<file path="config.mk">
export PLATFORM = sky130hd
export DESIGN_NAME = utc_to_local_civil_time
export DESIGN_NICKNAME = d
export VERILOG_FILES = /design/src/rtl/core/utclt_pkg.sv /design/src/rtl/core/utclt_civil.sv /design/src/rtl/core/utc_to_local_civil_time.sv
export SDC_FILE = /design/constraint.sdc
export NUM_CORES = 2
export LEC_CHECK = 0
export ABC_AREA = 1
export BUFFER_PORTS_ARGS = -buffer_cell sky130_fd_sc_hd__buf_2
export CORE_MARGIN = 2
export CORE_UTILIZATION = 40
export CTS_CLUSTER_DIAMETER = 120
export DETAILED_ROUTE_END_ITERATION = 12
export PLACE_DENSITY_LB_ADDON = 0.12
export SKIP_LAST_GASP = 1
export SYNTH_ARGS = -nofsm -noshare
export SYNTH_HDL_FRONTEND = slang
export SYNTH_SLANG_ARGS = --single-unit
export TNS_END_PERCENT = 30
</file>
<file path="constraint.sdc">
create_clock -name clk -period 33.6 [get_ports clk]
set_input_delay 6.72 -clock clk [delete_from_list [all_inputs] [get_ports clk]]
set_output_delay 6.72 -clock clk [all_outputs]
set_load 0.005 [all_outputs]
</file>
<file path="src/rtl/core/utclt_pkg.sv">
package utclt_pkg;

  // Configuration register indexes
  typedef enum logic [1:0] {
    REG_STD_OFFSET  = 2'd0,
    REG_DST_OFFSET  = 2'd1,
    REG_DST_ENABLED = 2'd2
  } cfg_index_t;

  localparam int CFG_W = 18;
  localparam int TIME_W = 32;

  // Register stages inside the civil conversion unit
  localparam int CIV_LAT = 8;

  // Calendar constants
  localparam logic [16:0] SEC_PER_DAY   = 17'd86400;
  localparam logic [11:0] SEC_PER_HOUR  = 12'd3600;
  localparam logic [19:0] DAYS_TO_EPOCH = 20'd719468;
  localparam logic [19:0] ERA4_START    = 20'd584388;
  localparam logic [19:0] ERA5_START    = 20'd730485;
  localparam logic [11:0] ERA4_YEAR     = 12'd1600;
  localparam logic [11:0] ERA5_YEAR     = 12'd2000;
  localparam logic [17:0] DOE_CENT1     = 18'd36524;
  localparam logic [17:0] DOE_CENT2     = 18'd73048;
  localparam logic [17:0] DOE_CENT3     = 18'd109572;
  localparam logic [17:0] DOE_LAST      = 18'd146096;
  localparam logic [15:0] EPOCH_WDAY    = 16'd4;

  // Reciprocals, exact for the full input range of each stage
  localparam logic [25:0] RCP_DAY   = 26'd50903317;  // /675 of t>>7, shift 35
  localparam logic [16:0] RCP_WEEK  = 17'd74899;     // /7, shift 19
  localparam logic [13:0] RCP_HOUR  = 14'd9321;      // /225 of tod>>4, shift 21
  localparam logic [16:0] RCP_1460  = 17'd91930;     // /365 of doe>>2, shift 25
  localparam logic [18:0] RCP_YEAR  = 19'd367720;    // /365, shift 27
  localparam logic [10:0] RCP_MIN   = 11'd1093;      // /15 of rem>>2, shift 14
  localparam logic [11:0] RCP_MONTH = 12'd3427;      // /153, shift 19

  typedef struct packed {
    logic [11:0] year;
    logic [3:0]  month;
    logic [4:0]  day;
    logic [4:0]  hour;
    logic [5:0]  minute;
    logic [5:0]  second;
  } civil_t;

  // First day of a March-based month, counted from March 1
  function automatic logic [8:0] month_start(input logic [3:0] mp);
    logic [8:0] r;
    case (mp)
      4'd0:    r = 9'd0;
      4'd1:    r = 9'd31;
      4'd2:    r = 9'd61;
      4'd3:    r = 9'd92;
      4'd4:    r = 9'd122;
      4'd5:    r = 9'd153;
      4'd6:    r = 9'd184;
      4'd7:    r = 9'd214;
      4'd8:    r = 9'd245;
      4'd9:    r = 9'd275;
      4'd10:   r = 9'd306;
      4'd11:   r = 9'd337;
      default: r = 9'd0;
    endcase
    return r;
  endfunction

endpackage

</file>
<file path="src/rtl/core/utclt_civil.sv">
module utclt_civil (
  input  logic                   clk,
  input  logic                   adv,
  input  logic [31:0]            t,
  output utclt_pkg::civil_t      civ,
  output logic [2:0]             wday
);
  import utclt_pkg::*;

  // stage 1
  logic [50:0] p_day;
  logic [15:0] s1_days;
  logic [31:0] s1_t;

  // stage 2
  logic [32:0] p_tod;
  logic [19:0] z;
  logic [15:0] wx;
  logic [32:0] p_wk;
  logic [16:0] s2_tod;
  logic [19:0] s2_z;
  logic        s2_era5;
  logic [15:0] s2_wx;
  logic [13:0] s2_wq;

  // stage 3
  logic [19:0] doe_full;
  logic [16:0] wq7;
  logic [16:0] wdiff;
  logic [26:0] p_hr;
  logic [17:0] s3_doe;
  logic        s3_era5;
  logic [2:0]  s3_wday;
  logic [16:0] s3_tod;
  logic [4:0]  s3_hour;

  // stage 4
  logic [32:0] p_a;
  logic [2:0]  cent;
  logic [17:0] n;
  logic [16:0] hr_sec;
  logic [16:0] rem_full;
  logic [17:0] s4_n;
  logic [17:0] s4_doe;
  logic        s4_era5;
  logic [2:0]  s4_wday;
  logic [4:0]  s4_hour;
  logic [11:0] s4_rem;

  // stage 5
  logic [36:0] p_y;
  logic [20:0] p_min;
  logic [8:0]  s5_yoe;
  logic [17:0] s5_doe;
  logic        s5_era5;
  logic [2:0]  s5_wday;
  logic [4:0]  s5_hour;
  logic [11:0] s5_rem;
  logic [5:0]  s5_minute;

  // stage 6
  logic [17:0] y365;
  logic [1:0]  yc;
  logic [17:0] ystart;
  logic [17:0] doy_full;
  logic [11:0] min_sec;
  logic [11:0] sec_full;
  logic [8:0]  s6_doy;
  logic [8:0]  s6_yoe;
  logic        s6_era5;
  logic [2:0]  s6_wday;
  logic [4:0]  s6_hour;
  logic [5:0]  s6_minute;
  logic [5:0]  s6_second;

  // stage 7
  logic [10:0] mv;
  logic [22:0] p_m;
  logic [3:0]  s7_mp;
  logic [8:0]  s7_doy;
  logic [8:0]  s7_yoe;
  logic        s7_era5;
  logic [2:0]  s7_wday;
  logic [4:0]  s7_hour;
  logic [5:0]  s7_minute;
  logic [5:0]  s7_second;

  // stage 8
  logic [8:0]  day_full;
  logic [3:0]  month_c;
  logic [11:0] year_c;

  always_comb begin
    // day count from seconds
    p_day = {26'b0, t[31:7]} * {25'b0, RCP_DAY};

    // time of day, era, weekday quotient
    p_tod = {17'b0, s1_days} * {16'b0, SEC_PER_DAY};
    z     = {4'b0, s1_days} + DAYS_TO_EPOCH;
    wx    = s1_days + EPOCH_WDAY;
    p_wk  = {17'b0, wx} * {16'b0, RCP_WEEK};

    // day of era, weekday, hour
    doe_full = s2_z - (s2_era5 ? ERA5_START : ERA4_START);
    wq7      = {s2_wq, 3'b0} - {3'b0, s2_wq};
    wdiff    = {1'b0, s2_wx} - wq7;
    p_hr     = {14'b0, s2_tod[16:4]} * {13'b0, RCP_HOUR};

    // leap correction numerator, seconds within the hour
    p_a  = {17'b0, s3_doe[17:2]} * {16'b0, RCP_1460};
    cent = 3'(s3_doe >= DOE_CENT1) + 3'(s3_doe >= DOE_CENT2)
         + 3'(s3_doe >= DOE_CENT3) + 3'(s3_doe >= DOE_LAST);
    n    = s3_doe - {11'b0, p_a[31:25]} + {15'b0, cent}
         - {17'b0, (s3_doe >= DOE_LAST)};
    hr_sec   = {12'b0, s3_hour} * {5'b0, SEC_PER_HOUR};
    rem_full = s3_tod - hr_sec;

    // year of era, minute
    p_y   = {19'b0, s4_n} * {18'b0, RCP_YEAR};
    p_min = {11'b0, s4_rem[11:2]} * {10'b0, RCP_MIN};

    // day of year, second
    y365     = {9'b0, s5_yoe} * 18'd365;
    yc       = 2'(s5_yoe >= 9'd100) + 2'(s5_yoe >= 9'd200) + 2'(s5_yoe >= 9'd300);
    ystart   = y365 + {11'b0, s5_yoe[8:2]} - {16'b0, yc};
    doy_full = s5_doe - ystart;
    min_sec  = {s5_minute, 6'b0} - {4'b0, s5_minute, 2'b0};
    sec_full = s5_rem - min_sec;

    // March-based month
    mv  = {s6_doy, 2'b0} + {2'b0, s6_doy} + 11'd2;
    p_m = {12'b0, mv} * {11'b0, RCP_MONTH};

    // final calendar fields
    day_full = s7_doy - month_start(s7_mp) + 9'd1;
    month_c  = (s7_mp < 4'd10) ? (s7_mp + 4'd3) : (s7_mp - 4'd9);
    year_c   = (s7_era5 ? ERA5_YEAR : ERA4_YEAR) + {3'b0, s7_yoe}
             + {11'b0, (s7_mp >= 4'd10)};
  end

  // advance every stage together
  always_ff @(posedge clk) begin
    if (adv) begin
      s1_days <= p_day[50:35];
      s1_t    <= t;

      s2_tod  <= 17'(s1_t - p_tod[31:0]);
      s2_z    <= z;
      s2_era5 <= (z >= ERA5_START);
      s2_wx   <= wx;
      s2_wq   <= p_wk[32:19];

      s3_doe  <= doe_full[17:0];
      s3_era5 <= s2_era5;
      s3_wday <= wdiff[2:0];
      s3_tod  <= s2_tod;
      s3_hour <= p_hr[25:21];

      s4_n    <= n;
      s4_doe  <= s3_doe;
      s4_era5 <= s3_era5;
      s4_wday <= s3_wday;
      s4_hour <= s3_hour;
      s4_rem  <= rem_full[11:0];

      s5_yoe    <= p_y[35:27];
      s5_doe    <= s4_doe;
      s5_era5   <= s4_era5;
      s5_wday   <= s4_wday;
      s5_hour   <= s4_hour;
      s5_rem    <= s4_rem;
      s5_minute <= p_min[19:14];

      s6_doy    <= doy_full[8:0];
      s6_yoe    <= s5_yoe;
      s6_era5   <= s5_era5;
      s6_wday   <= s5_wday;
      s6_hour   <= s5_hour;
      s6_minute <= s5_minute;
      s6_second <= sec_full[5:0];

      s7_mp     <= p_m[22:19];
      s7_doy    <= s6_doy;
      s7_yoe    <= s6_yoe;
      s7_era5   <= s6_era5;
      s7_wday   <= s6_wday;
      s7_hour   <= s6_hour;
      s7_minute <= s6_minute;
      s7_second <= s6_second;

      civ.year   <= year_c;
      civ.month  <= month_c;
      civ.day    <= day_full[4:0];
      civ.hour   <= s7_hour;
      civ.minute <= s7_minute;
      civ.second <= s7_second;
      wday       <= s7_wday;
    end
  end

endmodule

</file>
<file path="src/rtl/core/utc_to_local_civil_time.sv">
// UTC seconds to local civil date and time, with the US daylight rule.
//
// Input channel (in_valid/in_ready): utc_seconds and clock_valid. Output
// channel (out_valid/out_ready): valid_res, year, month, day, hour, minute,
// second and in_dst. Each request produces exactly one result; a request
// with clock_valid low returns all fields zero.
// Configuration: cfg_wen/cfg_index/cfg_data write std_offset (0),
// dst_offset (1) and dst_enabled (2); other indexes are ignored. Write only
// while no request is in flight.
// From acceptance to out_valid a request passes one offset-add stage,
// the eight-stage calendar unit (reciprocal multiplies, no dividers)
// and one stage that applies the daylight rule and picks the result.
// Standard and daylight local times are converted side by side, so one
// request is accepted every cycle unless stalled. When out_valid is high
// and out_ready low the whole pipeline holds and in_ready drops; nothing
// is dropped or repeated. Reset clears offsets, enable and all valid bits.
module utc_to_local_civil_time (
  input  logic        clk,
  input  logic        rst,
  input  logic        in_valid,
  output logic        in_ready,
  input  logic [31:0] utc_seconds,
  input  logic        clock_valid,
  output logic        out_valid,
  input  logic        out_ready,
  output logic        valid_res,
  output logic [11:0] year,
  output logic [3:0]  month,
  output logic [4:0]  day,
  output logic [4:0]  hour,
  output logic [5:0]  minute,
  output logic [5:0]  second,
  output logic        in_dst,
  input  logic        cfg_wen,
  input  logic [1:0]  cfg_index,
  input  logic [17:0] cfg_data
);
  import utclt_pkg::*;

  logic signed [CFG_W-1:0] std_offset;
  logic signed [CFG_W-1:0] dst_offset;
  logic                    dst_enabled;

  logic              adv;
  logic [CIV_LAT:0]  vld;
  logic [CIV_LAT:0]  clk_ok;
  logic [CIV_LAT:0]  dst_en;
  logic [TIME_W-1:0] t_std;
  logic [TIME_W-1:0] t_dst;

  civil_t     civ_std;
  civil_t     civ_dst;
  logic [2:0] wday_std;

  logic       rule;
  logic       use_dst;
  civil_t     pick;

  // configuration registers
  always_ff @(posedge clk) begin
    if (rst) begin
      std_offset  <= '0;
      dst_offset  <= '0;
      dst_enabled <= 1'b0;
    end else if (cfg_wen) begin
      case (cfg_index)
        REG_STD_OFFSET:  std_offset  <= cfg_data;
        REG_DST_OFFSET:  dst_offset  <= cfg_data;
        REG_DST_ENABLED: dst_enabled <= cfg_data[0];
        default: ;
      endcase
    end
  end

  // hold the whole pipeline while a result waits
  assign adv      = !out_valid || out_ready;
  assign in_ready = adv;

  // add both offsets, wrapping at 32 bits
  always_ff @(posedge clk) begin
    if (adv) begin
      t_std <= utc_seconds + {{(TIME_W-CFG_W){std_offset[CFG_W-1]}}, std_offset};
      t_dst <= utc_seconds + {{(TIME_W-CFG_W){dst_offset[CFG_W-1]}}, dst_offset};
    end
  end

  // valid bits and request flags travel alongside the calendar unit
  always_ff @(posedge clk) begin
    if (rst) begin
      vld <= '0;
    end else if (adv) begin
      vld <= {vld[CIV_LAT-1:0], in_valid && in_ready};
    end
  end

  always_ff @(posedge clk) begin
    if (adv) begin
      clk_ok <= {clk_ok[CIV_LAT-1:0], clock_valid};
      dst_en <= {dst_en[CIV_LAT-1:0], dst_enabled};
    end
  end

  utclt_civil u_civ_std (
    .clk  (clk),
    .adv  (adv),
    .t    (t_std),
    .civ  (civ_std),
    .wday (wday_std)
  );

  utclt_civil u_civ_dst (
    .clk  (clk),
    .adv  (adv),
    .t    (t_dst),
    .civ  (civ_dst),
    .wday ()
  );

  // US rule on standard local time: second Sunday of March to first
  // Sunday of November, switching at 02:00
  always_comb begin
    rule = 1'b0;
    if (civ_std.month > 4'd3 && civ_std.month < 4'd11) begin
      rule = 1'b1;
    end else if (civ_std.month == 4'd3) begin
      rule = ({2'b0, wday_std} + 5'd8 <= civ_std.day) &&
             !(wday_std == 3'd0 && civ_std.day <= 5'd14 && civ_std.hour < 5'd2);
    end else if (civ_std.month == 4'd11) begin
      rule = (civ_std.day <= {2'b0, wday_std}) ||
             (wday_std == 3'd0 && civ_std.day <= 5'd7 && civ_std.hour < 5'd2);
    end
    use_dst = dst_en[CIV_LAT] && rule;
    pick    = use_dst ? civ_dst : civ_std;
  end

  // output register
  always_ff @(posedge clk) begin
    if (rst) begin
      out_valid <= 1'b0;
    end else if (adv) begin
      out_valid <= vld[CIV_LAT];
    end
  end

  always_ff @(posedge clk) begin
    if (adv) begin
      valid_res <= clk_ok[CIV_LAT];
      in_dst    <= clk_ok[CIV_LAT] && use_dst;
      if (clk_ok[CIV_LAT]) begin
        year   <= pick.year;
        month  <= pick.month;
        day    <= pick.day;
        hour   <= pick.hour;
        minute <= pick.minute;
        second <= pick.second;
      end else begin
        year   <= '0;
        month  <= '0;
        day    <= '0;
        hour   <= '0;
        minute <= '0;
        second <= '0;
      end
    end
  end

  // converted results carry a legal date and time
  a_legal_date: assert property (@(posedge clk) disable iff (rst)
    out_valid && valid_res |-> month >= 4'd1 && month <= 4'd12 &&
                               day >= 5'd1 && year >= 12'd1969)
    else $error("converted result has an illegal date");

  a_legal_time: assert property (@(posedge clk) disable iff (rst)
    out_valid && valid_res |-> hour <= 5'd23 && minute <= 6'd59 && second <= 6'd59)
    else $error("converted result has an illegal time of day");

  a_invalid_zero: assert property (@(posedge clk) disable iff (rst)
    out_valid && !valid_res |-> year == 12'd0 && month == 4'd0 && day == 5'd0 &&
                                hour == 5'd0 && !in_dst)
    else $error("result for an unsynchronized clock is not cleared");

  a_reset_empty: assert property (@(posedge clk)
    rst |=> !out_valid)
    else $error("result presented right after reset");

endmodule
</file>
# Word level (Yosys, flattened, before mapping)
# Memory sizes are Yosys's and may differ from the RTL's. A register that Yosys moved wholly into a read port is not among the register bits.
# Index checks and enable logic that the tools add are counted.
classes:
  bitwise: 0
  multipliers: 19
  addsub: 56
  n_reduce_logical: 18
  muxes: 12
  div_mod_pow: 0
  eq_ne: 4
  shifts: 0
  magnitude_cmp: 27
ops:
  columns: ["operator", "count"]
  rows:
  - ["multiplier 25 x 26 -> 51 bit, second input constant", 2]
  - ["greater-or-equal comparator 18 x 17 -> 1 bit, second input constant", 4]
  - ["multiplier 18 x 16 -> 33 bit, second input constant", 2]
  - ["adder 32 bit", 2]
  - ["multiplier 16 x 16 -> 31 bit, second input constant", 2]
  - ["multiplier 13 x 14 -> 26 bit, second input constant", 2]
  - ["multiplier 11 x 12 -> 23 bit, second input constant", 2]
  - ["adder 16 x 20 -> 20 bit, second input constant", 2]
  - ["greater-or-equal comparator 20 bit, second input constant", 2]
  - ["multiplier 10 x 11 -> 20 bit, second input constant", 2]
  - ["two-way mux 38 bit", 1]
  - ["adder 18 x 3 -> 18 bit", 2]
  - ["greater-or-equal comparator 18 x 16 -> 1 bit, second input constant", 2]
  - ["greater-or-equal comparator 18 bit, second input constant", 2]
  - ["two-way mux 18 bit", 2]
  - ["subtractor 18 x 1 -> 18 bit", 2]
  - ["subtractor 18 bit", 2]
  - ["subtractor 18 x 7 -> 18 bit", 2]
  - ["subtractor 17 bit", 2]
  - ["multiplier 16 x 10 -> 10 bit, second input constant", 2]
  - ["adder 12 x 1 -> 12 bit", 2]
  - ["adder 12 x 9 -> 12 bit", 2]
  - ["subtractor 12 bit", 2]
  - ["adder 11 x 2 -> 11 bit, second input constant", 2]
  - ["44 further kinds", 87]
totals:
  n_memories: 2
  latch_bits: 0
  romBits: 288
  reg_bits: 785
  mem_bits_rw: 0
mem_list:
  columns: ["memory", "words", "width", "read_ports", "rd_ports_with_merged_regs", "wr", "line", "rtl"]
  rows:
  - ["(name not given)", 16, 9, 1, 1, 0, "utclt_pkg.sv:51", "case (mp)"]
  - ["(name not given)", 16, 9, 1, 1, 0, "utclt_pkg.sv:51", null]

# Longest topological paths before layout
depth:
  word_depth: 9
  depth_mapped: 35
  depth_no_buf: 35

# Hierarchy
# From an unflattened synthesis, not the netlist that was laid out.
unflattened:
  hier_cells: 10964
  area_unflattened_um2: 102932.5
modules_own_cells:
  columns: ["module", "instances", "cells_each", "area_per_inst_um2"]
  rows:
  - ["utclt_civil at u_civ_std", 1, 4863, 46399.5]
  - ["utclt_civil at u_civ_dst", 1, 4785, 46165.5]
  - ["utc_to_local_civil_time", 1, 1316, 10367.4]

# Least setup slack after synthesis
# OpenSTA, ideal clock, no wires.
synth_path:
  path_type: "input to output"
  start: "input port out_ready"
  end: "output port in_ready"
  setup_slack_ps: 11314
  arrival_time_ps: 15566
  path_buffers: 2
  path_stages: 4
  cell_sequence: "nor2_1 inv_2 clkbuf_1 buf_2"
synth_via:
  elab_chain_len: 1
synth_lines:
  columns: ["element", "line", "rtl"]
  rows:
  - ["start, declared", "utc_to_local_civil_time.sv:25", "input logic out_ready,"]
  - ["logical OR 1 bit", "utc_to_local_civil_time.sv:76", "assign adv = !out_valid || out_ready;"]
  - ["end, declared", "utc_to_local_civil_time.sv:21", "output logic in_ready,"]
# Every way passes these cells.

# Worst setup path after layout
# Same ends and word-level chain as after synthesis.

==> metrics.txt <==
status=complete, no violations; die height=approximately 500 um; top_reg_cell synth=sky130_fd_sc_hd__edfxtp_1; Clk pin slew, worst setup/hold paths=around 60 ps; placement-stage cell area=between 100000 and 150000 um^2; Final HPWL DP=about 200000 um; most repeated cell in the gate-level netlist after synthesis=sky130_fd_sc_hd__inv_1; post-CTS setup repair buffer count=0; final wirelength=between 200000 and 250000 um; clock latency on the worst-skew pair=about 750 ps; clock skew after layout=roughly 76 ps; critical path endpoint=in_ready; Required @ worst endpoint=approximately 27000 ps; total number of yosys warnings=0; Storage cell area=around 23000 um^2; Buffers on Ports=99; total global routing overflow=0; period utilisation layout=0.434; main area contributors after synthesis=sky130_fd_sc_hd__ha_1 26%, sky130_fd_sc_hd__edfxtp_1 22%, sky130_fd_sc_hd__fa_1 21%; unrepaired setup endpoints after global routing=false; pin slew with the least headroom to its limit=about 1100 ps; worst slew slack as a fraction of its limit=0.283; Final Util=0.434; share of post-route cells with drive strength above 1=0.0296; cell area after technology mapping=about 99000 um^2; wire length of the first global-routing pass=roughly 390000 um; Placement Rows=approximately 180; count of placed standard cells including taps=between 10000 and 15000; router iterations before antenna repair=5; sort of element at the end of the critical path=primary output; Worst Setup SP=out_ready; I/O pin cnt=100; largest buffer count on any clock path=3; DRC violations left=0; initial core utilization=0.402; multi-input gate area in the final layout=between 60000 and 70000 um^2; fraction of the yosys area taken by sequential cells=0.235; per-cell routed wire length=about 17 um; layout overhead on the synthesized area=7.99%; top-area cell type share of the netlist area=0.259; Tmin final=about 15000 ps; setup violation total in the final timing report=0; type of the tightest min-delay check=reg -> reg; DIE AREA=around 250000 um^2; maximum level of the CTS H-tree=3; DR vias/cell=a little under 5; post-synthesis sequential element count=~800; final instance area=107000 um^2; ranking of synthesized cells by instance count=2427 x sky130_fd_sc_hd__inv_1, 2040 x sky130_fd_sc_hd__ha_1, 1407 x sky130_fd_sc_hd__nand2_1, 1016 x sky130_fd_sc_hd__fa_1, 733 x sky130_fd_sc_hd__edfxtp_1; area of the core=245000 um^2; Total Negative Setup Slacks=0 ps; routed via count=between 60000 and 70000; critical path class=in -> out; Filler Cell Count=24000; post-route ant nets=0; number of cells upsized or downsized after cts=0; Final Max Slew Viols=0; Die Span X=between 500 and 600 um; number of CTS-inserted buffers=95; final cell count without fillers=between 10000 and 15000; antenna violations before repair=14; maximum fanout along the worst path=58; setup slack, reg-to-reg=~25000 ps; average cell area after synthesis=9.51 um^2; number of nets in the synthesized netlist=13500; Root Driver=sky130_fd_sc_hd__clkbuf_16; CTS sink cnt=slightly below 800; Setup crit start kind=input pin; count of flip-flops with a built-in enable after synthesis=between 700 and 800; GRT Resource Usage Total=0.196; async set-reset flop share out of synthesis=0; Layout Nets=between 10000 and 15000; clock tree from TritonCTS=built; cell type with the highest aggregate area in the netlist=sky130_fd_sc_hd__ha_1; endpoint of the lowest-slack register-to-register path=u_civ_std.s4_n[10]; final hold violations=0; number of distinct library cell variants in the gate-level netlist after synthesis=55; reg-to-reg startpoint=u_civ_std.s3_doe[8]; final weighted congestion in routability-driven placement=~0.9; R2R cell count=28; CTS Hold Buffers Added=0; number of max-capacitance violations reported=0; pin count of the biggest net entering global routing=around 180; maximum frequency from static timing analysis=68.6 MHz; count of mapped cells out of synthesis=10400; worst path arrival time=between 7000 and 8000 ps; initial drt markers=3360; vias in the first global route=~71000
critical path, stage by stage:
cell	delay, ps
sky130_fd_sc_hd__buf_2	100
sky130_fd_sc_hd__nor2_2	150
sky130_fd_sc_hd__buf_4	320
sky130_fd_sc_hd__inv_8	180
sky130_fd_sc_hd__buf_2	250
flip-flops by register name, indices dropped and copies added (netlist names), 15 cells and up, named ones only:
register / flops
dst_offset: 18
std_offset: 18
t_dst: 32
t_std: 32
u_civ_dst.civ: 38
u_civ_dst.s1_days: 16
u_civ_dst.s1_t: 17
u_civ_dst.s2_tod: 17
u_civ_dst.s2_z: 17
u_civ_dst.s3_doe: 18
u_civ_dst.s4_n: 18
u_civ_std.civ: 38
u_civ_std.s1_days: 16
u_civ_std.s1_t: 17
u_civ_std.s2_tod: 17
u_civ_std.s2_z: 15
u_civ_std.s3_doe: 18
u_civ_std.s4_n: 18
area by class of cell:
cell class              instances  share of cell area
multi-input cells            7121               0.621
flip-flops and latches        790               0.217
inverters                    2430              0.0857
well taps                    3220              0.0378
clock buffers                 114              0.0233
repair buffers                132             0.00721
clock inverters                63             0.00713
diodes                          2           0.0000470
kinds of logic (layout without fill, tap and decap cells):
family	Yosys count	in the layout	share of synthesized area
AOI/OAI and AO/OA	1158	1158	0.0656
xor gates and xnor gates	388	388	0.0345
adders and majority gates	3056	3056	0.465
buffers and inverters	2464	2739	0.0942
DFF	790	790	0.235
other	0	2	0
and+or+nand+nor	2519	2519	0.106
layout by cell type, fill, tap and decap left out, types with 17 or more instances in the layout:
master and n:
sky130_fd_sc_hd__buf_4 31, sky130_fd_sc_hd__nand4_1 87, sky130_fd_sc_hd__clkbuf_1 17, sky130_fd_sc_hd__a21o_1 64
sky130_fd_sc_hd__a21oi_1 594, sky130_fd_sc_hd__nor2_1 530, sky130_fd_sc_hd__buf_2 99, sky130_fd_sc_hd__o21ai_0 287
sky130_fd_sc_hd__nand3b_1 17, sky130_fd_sc_hd__clkinv_1 19, sky130_fd_sc_hd__xor2_1 249, sky130_fd_sc_hd__nand3_1 330
sky130_fd_sc_hd__inv_1 2426, sky130_fd_sc_hd__edfxtp_1 733, sky130_fd_sc_hd__ha_1 2040, sky130_fd_sc_hd__o21bai_1 48
sky130_fd_sc_hd__fa_1 1016, sky130_fd_sc_hd__a31oi_1 40, sky130_fd_sc_hd__nor3_1 85, sky130_fd_sc_hd__nand2_1 1407
sky130_fd_sc_hd__clkbuf_16 96, sky130_fd_sc_hd__xnor2_1 139, sky130_fd_sc_hd__dfxtp_1 57, sky130_fd_sc_hd__nor4_1 34
stage by stage:
stage	setup slack, ps	hold WS [ps]
3_3_place_gp	19030	400
6_report	19020	379
4_1_cts	19030	374
2_1_floorplan	11310	400
3_5_place_dp	19030	405
5_1_grt	18960	396
how the worst min path moves through the flow:
stage | startpoint | to | slack [ps] | depth (start not counted)
final | u_civ_std.s3_wday[1] | u_civ_std.s4_wday[1] | 380 | 0
after global routing | u_civ_std.s3_wday[1] | u_civ_std.s4_wday[1] | 400 | 0
after detailed placement | u_civ_dst.s7_hour[4] | u_civ_dst.civ[16] | 400 | 0
after CTS | u_civ_std.s3_wday[1] | u_civ_std.s4_wday[1] | 370 | 0
after global placement | u_civ_std.s6_hour[3] | u_civ_std.s7_hour[3] | 400 | 0
after floorplan | clk_ok[0] | clk_ok[1] | 400 | 0
routing by layer:
metal,GRT usage,wire (um),vias to the layer above
li1,-,-,33900
met2,0.342,118000,942
met1,0.258,110000,32900
met5,0,57,-
met3,0.0195,7560,256
met4,0.0513,6230,8
Power is left out: the tool's default activity adds up to more than one toggle a clock period on the data nets, which glitch-free logic cannot reach.
